--- src/sv/spq_pkg.sv ---
`default_nettype none
// ----------------------------------------------------------------------------
// spq_pkg: shared types and constants of the sorted priority queue
// Payload structs, status codes and the controller-to-datapath command set.
// ----------------------------------------------------------------------------
package spq_pkg;

  localparam int SPQ_CAPACITY = 16;
  localparam int DATA_W       = 32;
  localparam int FILL_W       = 5;

  typedef enum logic {
    OP_ENQUEUE = 1'b0,
    OP_DEQUEUE = 1'b1
  } opcode_t;

  typedef enum logic [1:0] {
    STATUS_DONE  = 2'd0,
    STATUS_EMPTY = 2'd1,
    STATUS_FULL  = 2'd2
  } status_t;

  typedef struct packed {
    logic                     opcode;
    logic signed [DATA_W-1:0] item_value;
    logic signed [DATA_W-1:0] item_priority;
  } spq_req_t;

  typedef struct packed {
    logic [1:0]               status;
    logic signed [DATA_W-1:0] removed_value;
    logic signed [DATA_W-1:0] removed_priority;
    logic [FILL_W-1:0]        fill_count;
  } spq_rsp_t;

  typedef struct packed {
    logic signed [DATA_W-1:0] value;
    logic signed [DATA_W-1:0] prio;
  } spq_entry_t;

  // Datapath commands; exactly one per cycle.
  typedef enum logic [2:0] {
    CMD_NONE         = 3'd0,
    CMD_ENQ_START    = 3'd1,
    CMD_DEQ_START    = 3'd2,
    CMD_REJECT_EMPTY = 3'd3,
    CMD_REJECT_FULL  = 3'd4,
    CMD_SHIFT        = 3'd5,
    CMD_PLACE        = 3'd6,
    CMD_DEQ_DONE     = 3'd7
  } spq_cmd_t;

  typedef struct packed {
    logic empty;     // no entries held
    logic full;      // count at capacity
    logic lower;     // entry read has strictly lower priority than new item
    logic rem_one;   // one entry left above the hole
    logic rsp_busy;  // result register holds a transaction not taken this cycle
  } spq_stat_t;

endpackage
`default_nettype wire

--- src/sv/spq_stream_if.sv ---
`default_nettype none
// ----------------------------------------------------------------------------
// spq_stream_if: valid/ready channel
// Carries one payload per transaction; source drives valid and payload.
// ----------------------------------------------------------------------------
interface spq_stream_if #(
  parameter type payload_t = logic
);
  logic     valid;
  logic     ready;
  payload_t payload;

  modport source (output valid, output payload, input ready);
  modport sink   (input valid, input payload, output ready);
endinterface
`default_nettype wire

--- src/sv/sorted_priority_queue.sv ---
`default_nettype none
// ----------------------------------------------------------------------------
// sorted_priority_queue: fixed-capacity priority queue, sorted ring buffer
// Usage notes:
//   req: one transaction per operation. opcode 0 enqueues item_value with
//        item_priority, opcode 1 dequeues the highest-priority entry.
//   rsp: exactly one transaction per request, in request order: status,
//        the removed entry (zero unless a dequeue succeeded), fill_count.
//   Equal priorities leave first in, first out. An enqueue on a full queue
//   is dropped (status 2); a dequeue on an empty queue reports status 1.
// Sequence (accept to result valid):
//   rejected operation: result register loaded on acceptance; dequeue:
//   S_DEQ posts the head entry; enqueue: S_CMP shifts each held entry of
//   strictly lower priority, then places the item. The insertion walk moves
//   one entry per cycle through the entry memory (one read and one write port),
//   and a new request is taken only after the current one has posted its result.
// Reset: rst (synchronous) empties the queue; memory contents are not cleared
//   and no clearing pass is needed, since only held entries are ever used.
// Stall: the result sits in an output register; while rsp is stalled no new
//   request is accepted, and a request is taken in the cycle the result leaves.
// ----------------------------------------------------------------------------
module sorted_priority_queue #(
  parameter int CAPACITY = spq_pkg::SPQ_CAPACITY
) (
  input  wire logic     clk,
  input  wire logic     rst,
  spq_stream_if.sink    req,
  spq_stream_if.source  rsp
);
  import spq_pkg::*;

  spq_cmd_t  cmd;   // sequencer command to the datapath
  spq_stat_t stat;  // datapath flags back to the sequencer
  spq_req_t  req_payload;
  spq_rsp_t  rsp_payload;

  assign req_payload = req.payload;
  assign rsp.payload = rsp_payload;

  spq_ctrl u_ctrl (
    .clk        (clk),
    .rst        (rst),
    .req_valid  (req.valid),
    .req_opcode (req_payload.opcode),
    .req_ready  (req.ready),
    .stat       (stat),
    .cmd        (cmd)
  );

  spq_dpath #(
    .CAPACITY (CAPACITY)
  ) u_dpath (
    .clk         (clk),
    .rst         (rst),
    .cmd         (cmd),
    .req_payload (req_payload),
    .stat        (stat),
    .rsp_valid   (rsp.valid),
    .rsp_ready   (rsp.ready),
    .rsp_payload (rsp_payload)
  );

endmodule
`default_nettype wire

--- src/sv/spq_dpath.sv ---
`default_nettype none
// ----------------------------------------------------------------------------
// spq_dpath: entry memory, ring pointers and result register
// Entries live in a ring buffer; an enqueue walks from the tail toward the head.
// ----------------------------------------------------------------------------
module spq_dpath #(
  parameter int CAPACITY = spq_pkg::SPQ_CAPACITY
) (
  input  wire logic               clk,
  input  wire logic               rst,
  input  wire spq_pkg::spq_cmd_t  cmd,
  input  wire spq_pkg::spq_req_t  req_payload,
  output spq_pkg::spq_stat_t      stat,
  output logic                    rsp_valid,
  input  wire logic               rsp_ready,
  output spq_pkg::spq_rsp_t       rsp_payload
);
  import spq_pkg::*;

  localparam int AW = (CAPACITY > 1) ? $clog2(CAPACITY) : 1;
  localparam int CW = $clog2(CAPACITY + 1);
  localparam logic [AW-1:0] LAST = AW'(CAPACITY - 1);

  function automatic logic [AW-1:0] ptr_inc(input logic [AW-1:0] p);
    return (p == LAST) ? '0 : p + AW'(1);
  endfunction

  function automatic logic [AW-1:0] ptr_dec(input logic [AW-1:0] p);
    return (p == '0) ? LAST : p - AW'(1);
  endfunction

  spq_entry_t mem [CAPACITY];

  logic [AW-1:0] head;
  logic [AW-1:0] tail;
  logic [AW-1:0] hole;
  logic [AW-1:0] rd_ptr;
  logic [CW-1:0] count;
  logic [CW-1:0] rem;
  spq_entry_t    item;
  spq_entry_t    rd_data;
  spq_rsp_t      result;

  logic [AW-1:0] rd_addr;
  logic          wr_en;
  logic [AW-1:0] wr_addr;
  spq_entry_t    wr_data;
  logic [CW-1:0] count_next;
  logic [CW+FILL_W-1:0] fill_ext;

  always_comb begin
    rd_addr = rd_ptr;
    wr_en   = 1'b0;
    wr_addr = hole;
    wr_data = item;
    unique case (cmd)
      CMD_ENQ_START: rd_addr = ptr_dec(tail);
      CMD_DEQ_START: rd_addr = head;
      CMD_SHIFT: begin
        rd_addr = ptr_dec(rd_ptr);
        wr_en   = 1'b1;
        wr_data = rd_data;
      end
      CMD_PLACE: wr_en = 1'b1;
      default: ;
    endcase
  end

  always_ff @(posedge clk) begin
    if (wr_en) begin
      mem[wr_addr] <= wr_data;
    end
    rd_data <= mem[rd_addr];
  end

  always_comb begin
    count_next = count;
    if (cmd == CMD_PLACE) begin
      count_next = count + CW'(1);
    end else if (cmd == CMD_DEQ_DONE) begin
      count_next = count - CW'(1);
    end
  end

  assign fill_ext = {{FILL_W{1'b0}}, count_next};

  always_ff @(posedge clk) begin
    if (rst) begin
      head      <= '0;
      tail      <= '0;
      count     <= '0;
      rsp_valid <= 1'b0;
    end else begin
      count <= count_next;
      if (cmd == CMD_PLACE) begin
        tail <= ptr_inc(tail);
      end
      if (cmd == CMD_DEQ_DONE) begin
        head <= ptr_inc(head);
      end
      if (cmd inside {CMD_REJECT_EMPTY, CMD_REJECT_FULL, CMD_PLACE, CMD_DEQ_DONE}) begin
        rsp_valid <= 1'b1;
      end else if (rsp_ready) begin
        rsp_valid <= 1'b0;
      end
    end
  end

  // Walk state and result payload.
  always_ff @(posedge clk) begin
    case (cmd)
      CMD_ENQ_START: begin
        item.value <= req_payload.item_value;
        item.prio  <= req_payload.item_priority;
        hole       <= tail;
        rd_ptr     <= ptr_dec(tail);
        rem        <= count;
      end
      CMD_SHIFT: begin
        hole   <= rd_ptr;
        rd_ptr <= ptr_dec(rd_ptr);
        rem    <= rem - CW'(1);
      end
      default: ;
    endcase
    case (cmd)
      CMD_REJECT_EMPTY, CMD_REJECT_FULL, CMD_PLACE: begin
        result.status           <= (cmd == CMD_REJECT_EMPTY) ? STATUS_EMPTY :
                                   (cmd == CMD_REJECT_FULL)  ? STATUS_FULL  : STATUS_DONE;
        result.removed_value    <= '0;
        result.removed_priority <= '0;
        result.fill_count       <= fill_ext[FILL_W-1:0];
      end
      CMD_DEQ_DONE: begin
        result.status           <= STATUS_DONE;
        result.removed_value    <= rd_data.value;
        result.removed_priority <= rd_data.prio;
        result.fill_count       <= fill_ext[FILL_W-1:0];
      end
      default: ;
    endcase
  end

  assign rsp_payload   = result;

  assign stat.empty    = (count == '0);
  assign stat.full     = (count == CW'(CAPACITY));
  assign stat.lower    = (rd_data.prio < item.prio);
  assign stat.rem_one  = (rem == CW'(1));
  assign stat.rsp_busy = rsp_valid & ~rsp_ready;

endmodule
`default_nettype wire

--- src/sv/spq_ctrl.sv ---
`default_nettype none
// ----------------------------------------------------------------------------
// spq_ctrl: operation sequencer
// Accepts one request at a time and steps the datapath through it.
// ----------------------------------------------------------------------------
module spq_ctrl (
  input  wire logic               clk,
  input  wire logic               rst,
  input  wire logic               req_valid,
  input  wire logic               req_opcode,
  output logic                    req_ready,
  input  wire spq_pkg::spq_stat_t stat,
  output spq_pkg::spq_cmd_t       cmd
);
  import spq_pkg::*;

  typedef enum logic [3:0] {
    S_IDLE  = 4'b0001,
    S_CMP   = 4'b0010,
    S_PLACE = 4'b0100,
    S_DEQ   = 4'b1000
  } state_t;

  state_t state;
  state_t state_next;
  logic   accept;

  assign req_ready = (state == S_IDLE) && !stat.rsp_busy;
  assign accept    = req_ready && req_valid;

  always_comb begin
    state_next = state;
    cmd        = CMD_NONE;
    unique case (state)
      S_IDLE: begin
        if (accept) begin
          if (req_opcode == OP_ENQUEUE) begin
            if (stat.full) begin
              cmd = CMD_REJECT_FULL;
            end else begin
              cmd        = CMD_ENQ_START;
              state_next = stat.empty ? S_PLACE : S_CMP;
            end
          end else begin
            if (stat.empty) begin
              cmd = CMD_REJECT_EMPTY;
            end else begin
              cmd        = CMD_DEQ_START;
              state_next = S_DEQ;
            end
          end
        end
      end
      S_CMP: begin
        if (stat.lower) begin
          cmd = CMD_SHIFT;
          if (stat.rem_one) begin
            state_next = S_PLACE;
          end
        end else begin
          cmd        = CMD_PLACE;
          state_next = S_IDLE;
        end
      end
      S_PLACE: begin
        cmd        = CMD_PLACE;
        state_next = S_IDLE;
      end
      S_DEQ: begin
        cmd        = CMD_DEQ_DONE;
        state_next = S_IDLE;
      end
      default: state_next = S_IDLE;
    endcase
  end

  always_ff @(posedge clk) begin
    if (rst) begin
      state <= S_IDLE;
    end else begin
      state <= state_next;
    end
  end

endmodule
`default_nettype wire
--- src/flat_wrapper.sv ---
// flat-port wrapper written by rule: the top's interface ports become plain ports
module sorted_priority_queue_flat import spq_pkg::*;
#(
  parameter int CAPACITY = spq_pkg::SPQ_CAPACITY
)
  (clk, rst, req_valid, req_payload, req_ready, rsp_valid, rsp_payload, rsp_ready);
  spq_stream_if req_i ();
  spq_stream_if rsp_i ();
  input  wire logic clk;
  input  wire logic rst;
  input wire logic [$bits(req_i.valid)-1:0] req_valid;
  input wire logic [$bits(req_i.payload)-1:0] req_payload;
  output wire logic [$bits(req_i.ready)-1:0] req_ready;
  output wire logic [$bits(rsp_i.valid)-1:0] rsp_valid;
  output wire logic [$bits(rsp_i.payload)-1:0] rsp_payload;
  input wire logic [$bits(rsp_i.ready)-1:0] rsp_ready;
  assign req_i.valid = req_valid;
  assign req_i.payload = req_payload;
  assign req_ready = req_i.ready;
  assign rsp_valid = rsp_i.valid;
  assign rsp_payload = rsp_i.payload;
  assign rsp_i.ready = rsp_ready;
  sorted_priority_queue #(.CAPACITY(CAPACITY)) u_core (.clk(clk), .rst(rst), .req(req_i), .rsp(rsp_i));
endmodule
--- config.mk ---
export PLATFORM = sky130hd
export DESIGN_NAME = sorted_priority_queue_flat
export DESIGN_NICKNAME = d
export VERILOG_FILES = /design/src/sv/spq_pkg.sv /design/src/sv/spq_stream_if.sv /design/src/sv/sorted_priority_queue.sv /design/src/sv/spq_dpath.sv /design/src/sv/spq_ctrl.sv /design/src/flat_wrapper.sv
export SDC_FILE = /design/constraint.sdc
export NUM_CORES = 1
export LEC_CHECK = 0
export BUFFER_PORTS_ARGS = -buffer_cell sky130_fd_sc_hd__buf_4
export CAP_MARGIN = 40
export CORE_MARGIN = 2
export CORE_UTILIZATION = 57
export CTS_BUF_LIST = sky130_fd_sc_hd__clkbuf_4 sky130_fd_sc_hd__clkbuf_8
export DETAILED_ROUTE_END_ITERATION = 8
export GPL_TIMING_DRIVEN = 0
export PLACE_DENSITY_LB_ADDON = 0.3
export SLEW_MARGIN = 20
export SYNTH_ARGS = -nofsm -noshare
export SYNTH_HDL_FRONTEND = slang
export SYNTH_HIERARCHICAL = 1
export SYNTH_SLANG_ARGS = --single-unit
--- constraint.sdc ---
create_clock -name clk -period 24.9 [get_ports clk]
set_clock_uncertainty 0.15 [all_clocks]
set_input_delay 2.49 -clock clk [delete_from_list [all_inputs] [get_ports clk]]
set_output_delay 2.49 -clock clk [all_outputs]
set_load 0.02 [all_outputs]
# [After elaboration in Yosys (flattened, before gate mapping)]
# Memory sizes are Yosys's and may differ from the RTL's. A register that Yosys moved wholly into a read port is not among the register bits.
# Cells that the tools add are included.
[word_totals] ff_bits=33 ramBits=1024 in_bits=5 output_inout_bits=3 word_cells=79 n_memories=1
[classes] add_sub_neg=7 n_lt_le_gt_ge=1 n_eq_ne=18 mux=27 bitwise_logic=2 reduce_logical=13
[mem_list] name="u_core.u_dpath.mem" depth=16 width=64 read_ports=1 rd_clocked_by_memory_dff=1 write_ports=1 line="spq_dpath.sv:32" rtl="spq_entry_t mem [CAPACITY];"
[ops] op="64-bit two-way mux" n=1
[ops] op="32-bit by 2-bit < comparator with 1-bit output" n=1
[ops] op="4-bit two-way mux" n=8
[ops] op="4-bit case mux with 2 select lines" n=3
[ops] op="3-bit == test (second input constant)" n=4
[ops] op="4-bit == test (second input constant)" n=3
[ops] op="3-bit case mux with 4 select lines" n=1
[ops] op="4-bit case mux with 3 select lines" n=1
[ops] op="5-bit two-way mux" n=2
[ops] op="5-bit case mux with 2 select lines" n=1
[ops] op="5-bit by 1-bit subtractor with 5-bit output (second input constant)" n=2
[ops] op="3-bit two-way mux" n=3
[ops] op="4-bit by 1-bit adder with 4-bit output (second input constant)" n=2
[ops] op="4-bit logical NOT" n=2
[ops] op="4-bit by 1-bit subtractor with 4-bit output (second input constant)" n=2
[ops] op="3-bit by 2-bit == test with 1-bit output (second input constant)" n=2
[ops] op="2-bit nonzero test" n=3
[ops] op="5-bit by 1-bit adder with 5-bit output (second input constant)" n=1
[ops] op="5-bit by 1-bit == test with 1-bit output (second input constant)" n=1
[ops] op="5-bit == test (second input constant)" n=1
[ops] op="5-bit logical NOT" n=1
[ops] op="1-bit two-way mux" n=5
[ops] op="4-bit by 1-bit == test with 1-bit output (second input constant)" n=1
[ops] op="4-bit by 2-bit == test with 1-bit output (second input constant)" n=1
[ops] op="other kinds (14)" n=16

# [Logic depth before layout (Yosys ltp)]
# Gate-level depths: netlist (run 1).
[logic_depth] depth_word=12 ltp_mapped=22 ltp_nobuf=18

# [By module]
# The synthesis (run 1) kept the hierarchy.
[modules_own_cells] mod="spq_dpath" n_inst=1 cells_each=3345 area_per_inst_um2=48111.1 seq_area_each_um2=36755.3
[modules_own_cells] mod="spq_ctrl" n_inst=1 cells_each=40 area_per_inst_um2=324.1 seq_area_each_um2=80.1
[modules_own_cells] mod="sorted_priority_queue" n_inst=1 cells_each=1 area_per_inst_um2=3.8 seq_area_each_um2=0.0

# [Least setup slack after synthesis (run 1)]
# Ideal clock, no wire load.
[synth_path] kind="input-to-reg" startpoint="in rsp_ready" endpoint="mem u_core/u_dpath/mem[0][0] (netlist bit) (enable)" arrival_ns=8.533 required_time_ns=24.185 slack_ns=15.653 path_stages=9 path_buffers=1 cell_sequence="nor2b_1 > nor2b_1 > nand2_1 > o32ai_1 > nor2b_2 > nand2_1 > clkbuf_1 > a211o_1 > nor3_1"
[synth_via] elab_chain_cells=12
[synth_rtl] element="start: declaration" line="flat_wrapper.sv:16" rtl="input wire logic [$bits(rsp_i.ready)-1:0] rsp_ready;"
[synth_rtl] element="1-bit NOT (*)" line="spq_dpath.sv:150" rtl="assign stat.rsp_busy = rsp_valid & ~rsp_ready;"
[synth_rtl] element="1-bit bitwise AND (*)" line="spq_dpath.sv:150"
[synth_rtl] element="1-bit logical NOT (*)" line="spq_ctrl.sv:28" rtl="assign req_ready = (state == S_IDLE) && !stat.rsp_busy;"
[synth_rtl] element="1-bit logical AND (*)" line="spq_ctrl.sv:28"
[synth_rtl] element="1-bit logical AND (*)" line="spq_ctrl.sv:29" rtl="assign accept = req_ready && req_valid;"
[synth_rtl] element="3-bit two-way mux (*)" line="spq_ctrl.sv:36" rtl="if (accept) begin"
[synth_rtl] element="3-bit case mux with 4 select lines (*)" line="spq_ctrl.sv:34" rtl="unique case (state)"
[synth_rtl] element="net u_core.cmd[0]" line="sorted_priority_queue.sv:32" rtl="spq_cmd_t cmd;"
[synth_rtl] element="3-bit == test" line="spq_dpath.sv:56" rtl="unique case (cmd)"
[synth_rtl] element="2-bit OR reduction (no source line) (*)"
[synth_rtl] element="1-bit two-way mux (*)" line="spq_dpath.sv:56"
[synth_rtl] element="1-bit two-way mux (*)" line="spq_dpath.sv:70" rtl="if (wr_en) begin"
[synth_rtl] element="1-bit two-way mux (not written as such) (*)" line="spq_dpath.sv:71" rtl="mem[wr_addr] <= wr_data;"
[synth_rtl] element="end: declaration" line="spq_dpath.sv:32"
# The timed path passes the listed nets; every way through them passes the cells marked *.

==> summary.md, run 1 <==
| Metric | Value |
|---|---|
| Power Density | `between 70 and 80 nW/um2` |
| Crit path kind | `reg -> reg` |
| Final setup viols | `0` |
| Psw | `0.515 mW` |
| Fin crit period | `6060 ps` |
| Post-DP Area | `26300 um2` |
| Clock share of power | `~39%` |
| Fin crit share | `~24%` |
| Pin slew with the least headroom to its limit | `913 ps` |
| Antenna violations before repair | `0` |
| Starting DRT DRC Count | `just over 2000` |
| Hold_sp | `u_core/u_dpath/tail[1]` |
| Max Cap Viol | `0` |
| Hpwl dp | `44.0 mm` |
| CORE AREA | `roughly 43000 um2` |
| 1st-pass router iterations | `6` |
| Total CTS buffers | `96` |
| FMAX | `0.165 GHz` |
| Die width | `approximately 210 um` |
| Vias | `around 17000` |
| Hold Path Class | `reg -> reg` |
| Clk sinks | `between 600 and 700` |
| Post-Route WL | `around 65 mm` |
| Ant. Diodes | `0` |
| Num rows | `between 70 and 80` |
| Syn Std Cell Area | `approximately 25000 um2` |
| Sw Ratio | `a little under a quarter` |
| Vias per cell | `about 6.2` |
| Die Span Y | `about 210 um` |
| Hold slack | `between 300 and 400 ps` |
| Crit start category | `flip-flop` |
| CP max FO | `16` |
| Drt drc | `0` |
| I/O pin total | `8` |
| Clock Tree Root | `clkbuf_8` |
| CTS max path bufs | `3` |
| DR WL/cell | `24.2 um` |
| RSZ-0062 raised after global routing | `no` |
| Logic gate share of total power | `between 8 and 9%` |
| Internal Power | `roughly 1.6 mW` |
| # Post-CTS Setup Buffers | `0` |
| Reg2reg start | `u_core/u_dpath/item[5]` |
| Final Wtd Congestion | `~0.87` |
| Layout Cells excl Fill | `2697` |
| Max VDD drop | `around 0.036 mV` |
| Vias in the first global route | `approximately 16000` |
| Share of cells above drive strength 1 | `around 15%` |
| Crit path launch | `u_core/u_dpath/item[5]` |
| Clk slew on worst S/H paths | `roughly 60 ps` |
| Worst Path Required | `25300 ps` |
| Die area | `about 45000 um2` |
| Setup TNS Final | `0 ps` |
| First-pass GRT wire length | `around 97 mm` |
| Pin count of the biggest net entering global routing | `23` |
| Seq pwr share | `around 53%` |
| Filler cells | `~3000` |
| Cells after DPL | `2509` |
| Max H-tree Level | `3` |
| Critical path data arrival time | `roughly 6500 ps` |
| Starting Density | `57.4%` |
| Yosys warns | `6` |
| Final Max Tran Viols | `0` |
| CTS tree | `built` |
| Port Buffer Count | `7` |
| Area grow syn2layout | `14.9%` |
| Post_cts resized | `0` |
| Mapped Cells | `between 1500 and 2000` |
| Final WS setup | `roughly 19000 ps` |
| Worst-Skew Late Latency | `710 ps` |
| Hold_buf cts | `0` |
| Syn Area/Cell | `~13 um2` |
| Final ANT Viol Nets | `0` |
| LEAKAGE | `~9.4 nW` |
| Final Hold Fails | `0` |
| CP Capture Type | `flip-flop` |
| Final #Nets | `2076` |
| Status | `finished clean` |
| Total global routing overflow | `0` |
| Place WS | `between 15000 and 20000 ps` |
| GRT Util Overall | `a little under 30%` |
| Slew HR | `39.1%` |
| Design Area, Final | `around 28000 um2` |
==> final cells by class <==
type	count	area (um2)	area share (%)
timing repair buffer	69	764	2.70
clock inverter	38	220	0.778
inverter	47	176	0.624
clock buffer	141	1720	6.09
tap	585	732	2.59
sequential	608	17800	62.8
buffer	153	763	2.70
multi-input combinational	1056	6150	21.7
==> sequential cells by signal, indices dropped and copies added (netlist names) <==
name / cells
u_core/u_dpath/tail: 4
u_core/u_dpath/hole: 4
u_core/u_dpath/rd_data: 32
u_core/u_dpath/rsp_valid: 1
u_core/u_dpath/count: 5
u_core/u_dpath/item: 32
u_core/u_dpath/rsp_payload: 1
u_core/u_ctrl/state: 4
u_core/u_dpath/rd_ptr: 4
u_core/u_dpath/rem: 5
u_core/u_dpath/mem: 512
u_core/u_dpath/head: 4
==> routing by layer <==
layer  part of all wire (%)  routed length, um  vias to the layer above  global-route usage, %
li1                       -                  -                     7314                      -
met1                     38              24800                     8273                   39.0
met2                     47              30700                     1070                   47.3
met3                     11               7390                      172                   7.36
met4                    3.7               2390                        0                   12.8
met5                      0                  0                        -                      0
==> worst max-delay path, cell delays in order, from the launching register on <==
cell and delay (ps):
edfxtp_1 360, inv_1 100, ha_1 260, a21o_1 170, a21o_1 160, o311ai_0 610, a31o_2 350, a41o_1 290
nand2_1 90, mux2_2 270, o32ai_1 330, nor2b_2 270, buf_6 210, and2_2 470, a221oi_1 210, nand3_2 240
clkbuf_1 610, a221oi_1 160, or4_1 580
==> metrics by stage <==
step / utilization (%) / power, mW
floorplan: - / 1.27
global placement: 59.5 / 1.33
detailed placement: 61.3 / 1.34
CTS: 65.8 / 2.17
global route: 66.0 / 2.23
finish: 66.0 / 2.16
==> power groups by stage <==
stage	registers [mW]	clock network, mW	logic [mW]
floorplan	1.16	0	0.106
global placement	1.17	0	0.160
detailed placement	1.17	0	0.172
CTS	1.15	0.847	0.173
global route	1.15	0.890	0.193
finish	1.15	0.838	0.179
==> placed cells by master, fill, tap and decap left out, drive strengths merged, types with 6 or more instances in the layout <==
master	n
o21ai	48
xor2	7
or4	33
a21o	6
nand2b	7
xnor2	6
buf	132
a21oi	277
inv	48
nand3	7
clkbuf	231
nor2	34
nand2	328
nand4	9
nor3	11
nor2b	12
dfxtp	50
a221oi	129
conb	35
clkinv	31
edfxtp	558
ha	40
==> path summary, 6_finish.rpt <==
path / to / slack, ps / depth (start not counted)
max reg2reg: u_core/u_dpath/rd_data[9] / 18840 / 18
max: u_core/u_dpath/rd_data[9] / 18840 / 18
min reg2reg: u_core/u_dpath/tail[1] / 390 / 2
min: u_core/u_dpath/tail[1] / 390 / 2
Power figures use the tool's default switching activity.
==> run 2: changes to the inputs <==
Settings changed: ABC_AREA set to 1.
Clock period 24.9 ns to 6.3 ns, I/O delays scaled along.
==> run 2 against run 1 <==
Via count grew 17%. First-iteration DRC count grew 7.8%. Fmax grew 21%. Critical path type unchanged. Largest power group is now combinational cells.
==> summary.md, run 2 <==
| Metric | Value |
|---|---|
| R2R cell count | `25 (+7)` |
| Max VDD drop | `0.351 mV (+890%)` |
| Area grow syn2layout | `13.2%` |
| Mapped Cells | `2658 (+45%)` |
| Final ANT Viol Nets | `0 (unchanged)` |
| GRT Util Overall | `28.5% (-1.1 points)` |
| Status | `finished clean` |
| Fin crit share | `79.8% (+55 points)` |
| Die Span Y | `223 um (+5.3%)` |
| CP max stage delay | `450 ps (-160 ps)` |
| Post_cts resized | `0 (unchanged)` |
| Worst Hold End | `u_core/u_ctrl/state[2]` |
| Vias per cell | `5.59 (-10%)` |
| Most frequent cells in the layout | `nand3_1 (592), edfxtp_1 (558), nand2_1 (507), inv_1 (427), buf_2 (130)` |
| Hold slack | `92.7 ps (-293 ps)` |
| Power Density | `546 nW/um2 (+610%)` |
| DR WL/cell | `20.0 um (-17%)` |
| Port Buffer Count | `7 (unchanged)` |
| Starting Density | `57.5% (+0.15 points)` |
| Clk sinks | `608 (unchanged)` |
| Post-Route WL | `70.5 mm (+8.0%)` |
| Num rows | `80 (+5.3%)` |
| CTS tree | `built` |
| First-pass GRT wire length | `107 mm (+10%)` |
| Hold Path Depth | `2 (unchanged)` |
| Drt drc | `0 (unchanged)` |
| Vias | `19713 (+17%)` |
| FMAX | `0.199 GHz (+21%)` |
| Max Cap Viol | `0 (unchanged)` |
| Yosys warns | `6 (unchanged)` |
| Clk slew on worst S/H paths | `60 ps (about the same)` |
| Cells after DPL | `3362 (+34%)` |
| Total global routing overflow | `0 (unchanged)` |
| Tot Pwr | `16.9 mW (+680%)` |
| Fin crit period | `5030 ps (-1040 ps)` |
| Reg2reg start | `u_core/u_dpath/item[5]` |
| Layout Cells excl Fill | `3524 (+31%)` |
| LEAKAGE | `13.0 nW (+37%)` |
| Top flop regs | `u_core/u_dpath/mem (512), u_core/u_dpath/item (32), u_core/u_dpath/rd_data (32)` |
| Design Area, Final | `31000 um2 (+9.5%)` |
| Starting DRT DRC Count | `2210 (+7.8%)` |
| 1st-pass router iterations | `6 (unchanged)` |
| Top reg by flops | `u_core/u_dpath/mem` |
| CORE AREA | `47500 um2 (+11%)` |
| Pin count of the biggest net entering global routing | `26 (+13%)` |
| Final Wtd Congestion | `0.891 (+2.3%)` |
| Final Hold Fails | `0 (unchanged)` |
| Die width | `223 um (+5.3%)` |
| CP max FO | `16 (unchanged)` |
| Hold Path Class | `in -> reg` |
| Final setup viols | `0 (unchanged)` |
| R2R Setup Slk | `1270 ps (-17560 ps)` |
| Delay-heaviest family, CP | `simple AND/OR/NAND/NOR gates` |
| Ant. Diodes | `0 (unchanged)` |
| Antenna violations before repair | `0 (unchanged)` |
| Syn Area/Cell | `10.3 um2 (-23%)` |
| Final Max Tran Viols | `0 (unchanged)` |
| Hpwl dp | `50.4 mm (+15%)` |
| Vias in the first global route | `19157 (+17%)` |
| Total CTS buffers | `91 (-5.2%)` |
| CTS max path bufs | `3 (unchanged)` |
| Syn Std Cell Area | `27400 um2 (+11%)` |
| Buffers and inverters on the worst path | `5 (+2)` |
| RSZ-0062 raised after global routing | `no` |
| Max H-tree Level | `3 (unchanged)` |
| Critical path data arrival time | `5390 ps (-1070 ps)` |
| Slew HR | `39.5% (+0.42 points)` |
| Hold_sp | `rst` |
| I/O pin total | `8 (unchanged)` |
| Slowest CP cell | `nor2_4` |
| Crit path kind | `reg -> reg` |
| Pin slew with the least headroom to its limit | `907 ps (-6.23 ps)` |
| Commonest non-fill, non-tap cell in the layout | `nand3_1` |
| Critical R2R Capture | `u_core/u_dpath/rd_data[18]` |
| CP Capture Type | `flip-flop` |
| Die area | `49800 um2 (+11%)` |
| Final #Nets | `2887 (+39%)` |
| Cell mode on critical path | `nand2_1` |
| Max reg flops | `512 (unchanged)` |
| Worst-Skew Late Latency | `670 ps (-40 ps)` |
| Clock Tree Root | `clkbuf_8` |
| Core Util, Final | `65.1% (-0.82 points)` |
| Share of cells above drive strength 1 | `13.5% (-1.9 points)` |
| Worst Path Required | `6670 ps (-18630 ps)` |
| Post-DP Area | `29200 um2 (+11%)` |
| Crit start category | `flip-flop` |
[run 2: how the worst max path moves through the flow]
| stage | slack (ps) | start | cells past startpoint | endpoint |
|---|---|---|---|---|
| after floorplan | 1900 | u_core/u_dpath/item[17] | 20 | u_core/u_dpath/mem[0][0] |
| after detailed placement | 1340 | u_core/u_dpath/item[5] | 25 | u_core/u_dpath/rd_data[18] |
| after global placement | -210 | u_core/u_dpath/item[5] | 21 | u_core/u_dpath/mem[4][31] |
| after global routing | 940 | u_core/u_dpath/item[5] | 25 | u_core/u_dpath/rd_data[13] |
| final | 1270 | u_core/u_dpath/item[5] | 25 | u_core/u_dpath/rd_data[18] |
| after CTS | 1330 | u_core/u_dpath/item[5] | 25 | u_core/u_dpath/rd_data[18] |
[run 2: report_power, final]
| group | internal, mW | leakage, nW | total (mW) | switching (mW) |
|---|---|---|---|---|
| clock network | 1.71 | 0.963 | 3.17 | 1.46 |
| logic | 2.43 | 6.56 | 8.39 | 5.97 |
| registers | 5.21 | 5.44 | 5.35 | 0.141 |
[run 2: routing by layer]
layer / global-route usage, % / vias to the layer above / share of wire [%]
li1: - / 9176 / -
met1: 37.3 / 9359 / 39
met2: 47.1 / 1018 / 47
met3: 5.25 / 160 / 10
met4: 12.5 / 0 / 3.8
met5: 0 / - / 0
[run 2: final cells by class]
| cell class | count | area [um2] |
|---|---|---|
| Clock inverter | 29 | 160 |
| Buffer | 203 | 940 |
| Clock buffer | 131 | 1640 |
| Sequential cell | 608 | 17800 |
| Inverter | 436 | 1640 |
| Multi-Input combinational cell | 1447 | 7310 |
| Tap cell | 615 | 769 |
| Fill cell | 3524 | 16600 |
| Timing Repair Buffer | 55 | 761 |
[run 2: timing repair]
action	CTS	global route
hold endpoints to repair	1	0
buffers inserted	0	0
setup endpoints to repair	0	0
hold buffers	1	0
[run 2: worst register-to-register path: stages, from the launching register on]
cell and delay (ps):
edfxtp_1 370, inv_1 100, ha_1 250, a21oi_1 150, nor2_1 60, a211oi_1 220, nand2_1 110, nand2_1 80
nand2_1 100, nand2_1 90, nand3_1 70, nand2_1 140, nand3_1 180, o211ai_1 210, nand2_2 180, nor2_4 450
nand2_1 110, nand2_1 110, nor3_2 70, inv_2 60, clkbuf_1 400, buf_6 230, clkbuf_1 450, nand3_1 210
nand3_1 210, nand2_1 150
[run 2: stage by stage]
step	worst slack, ps	setup TNS [ps]
2_1_floorplan	1900	0
3_3_place_gp	-207	-19460
3_5_place_dp	1340	0
4_1_cts	1330	0
5_1_grt	936	0
6_report	1270	0
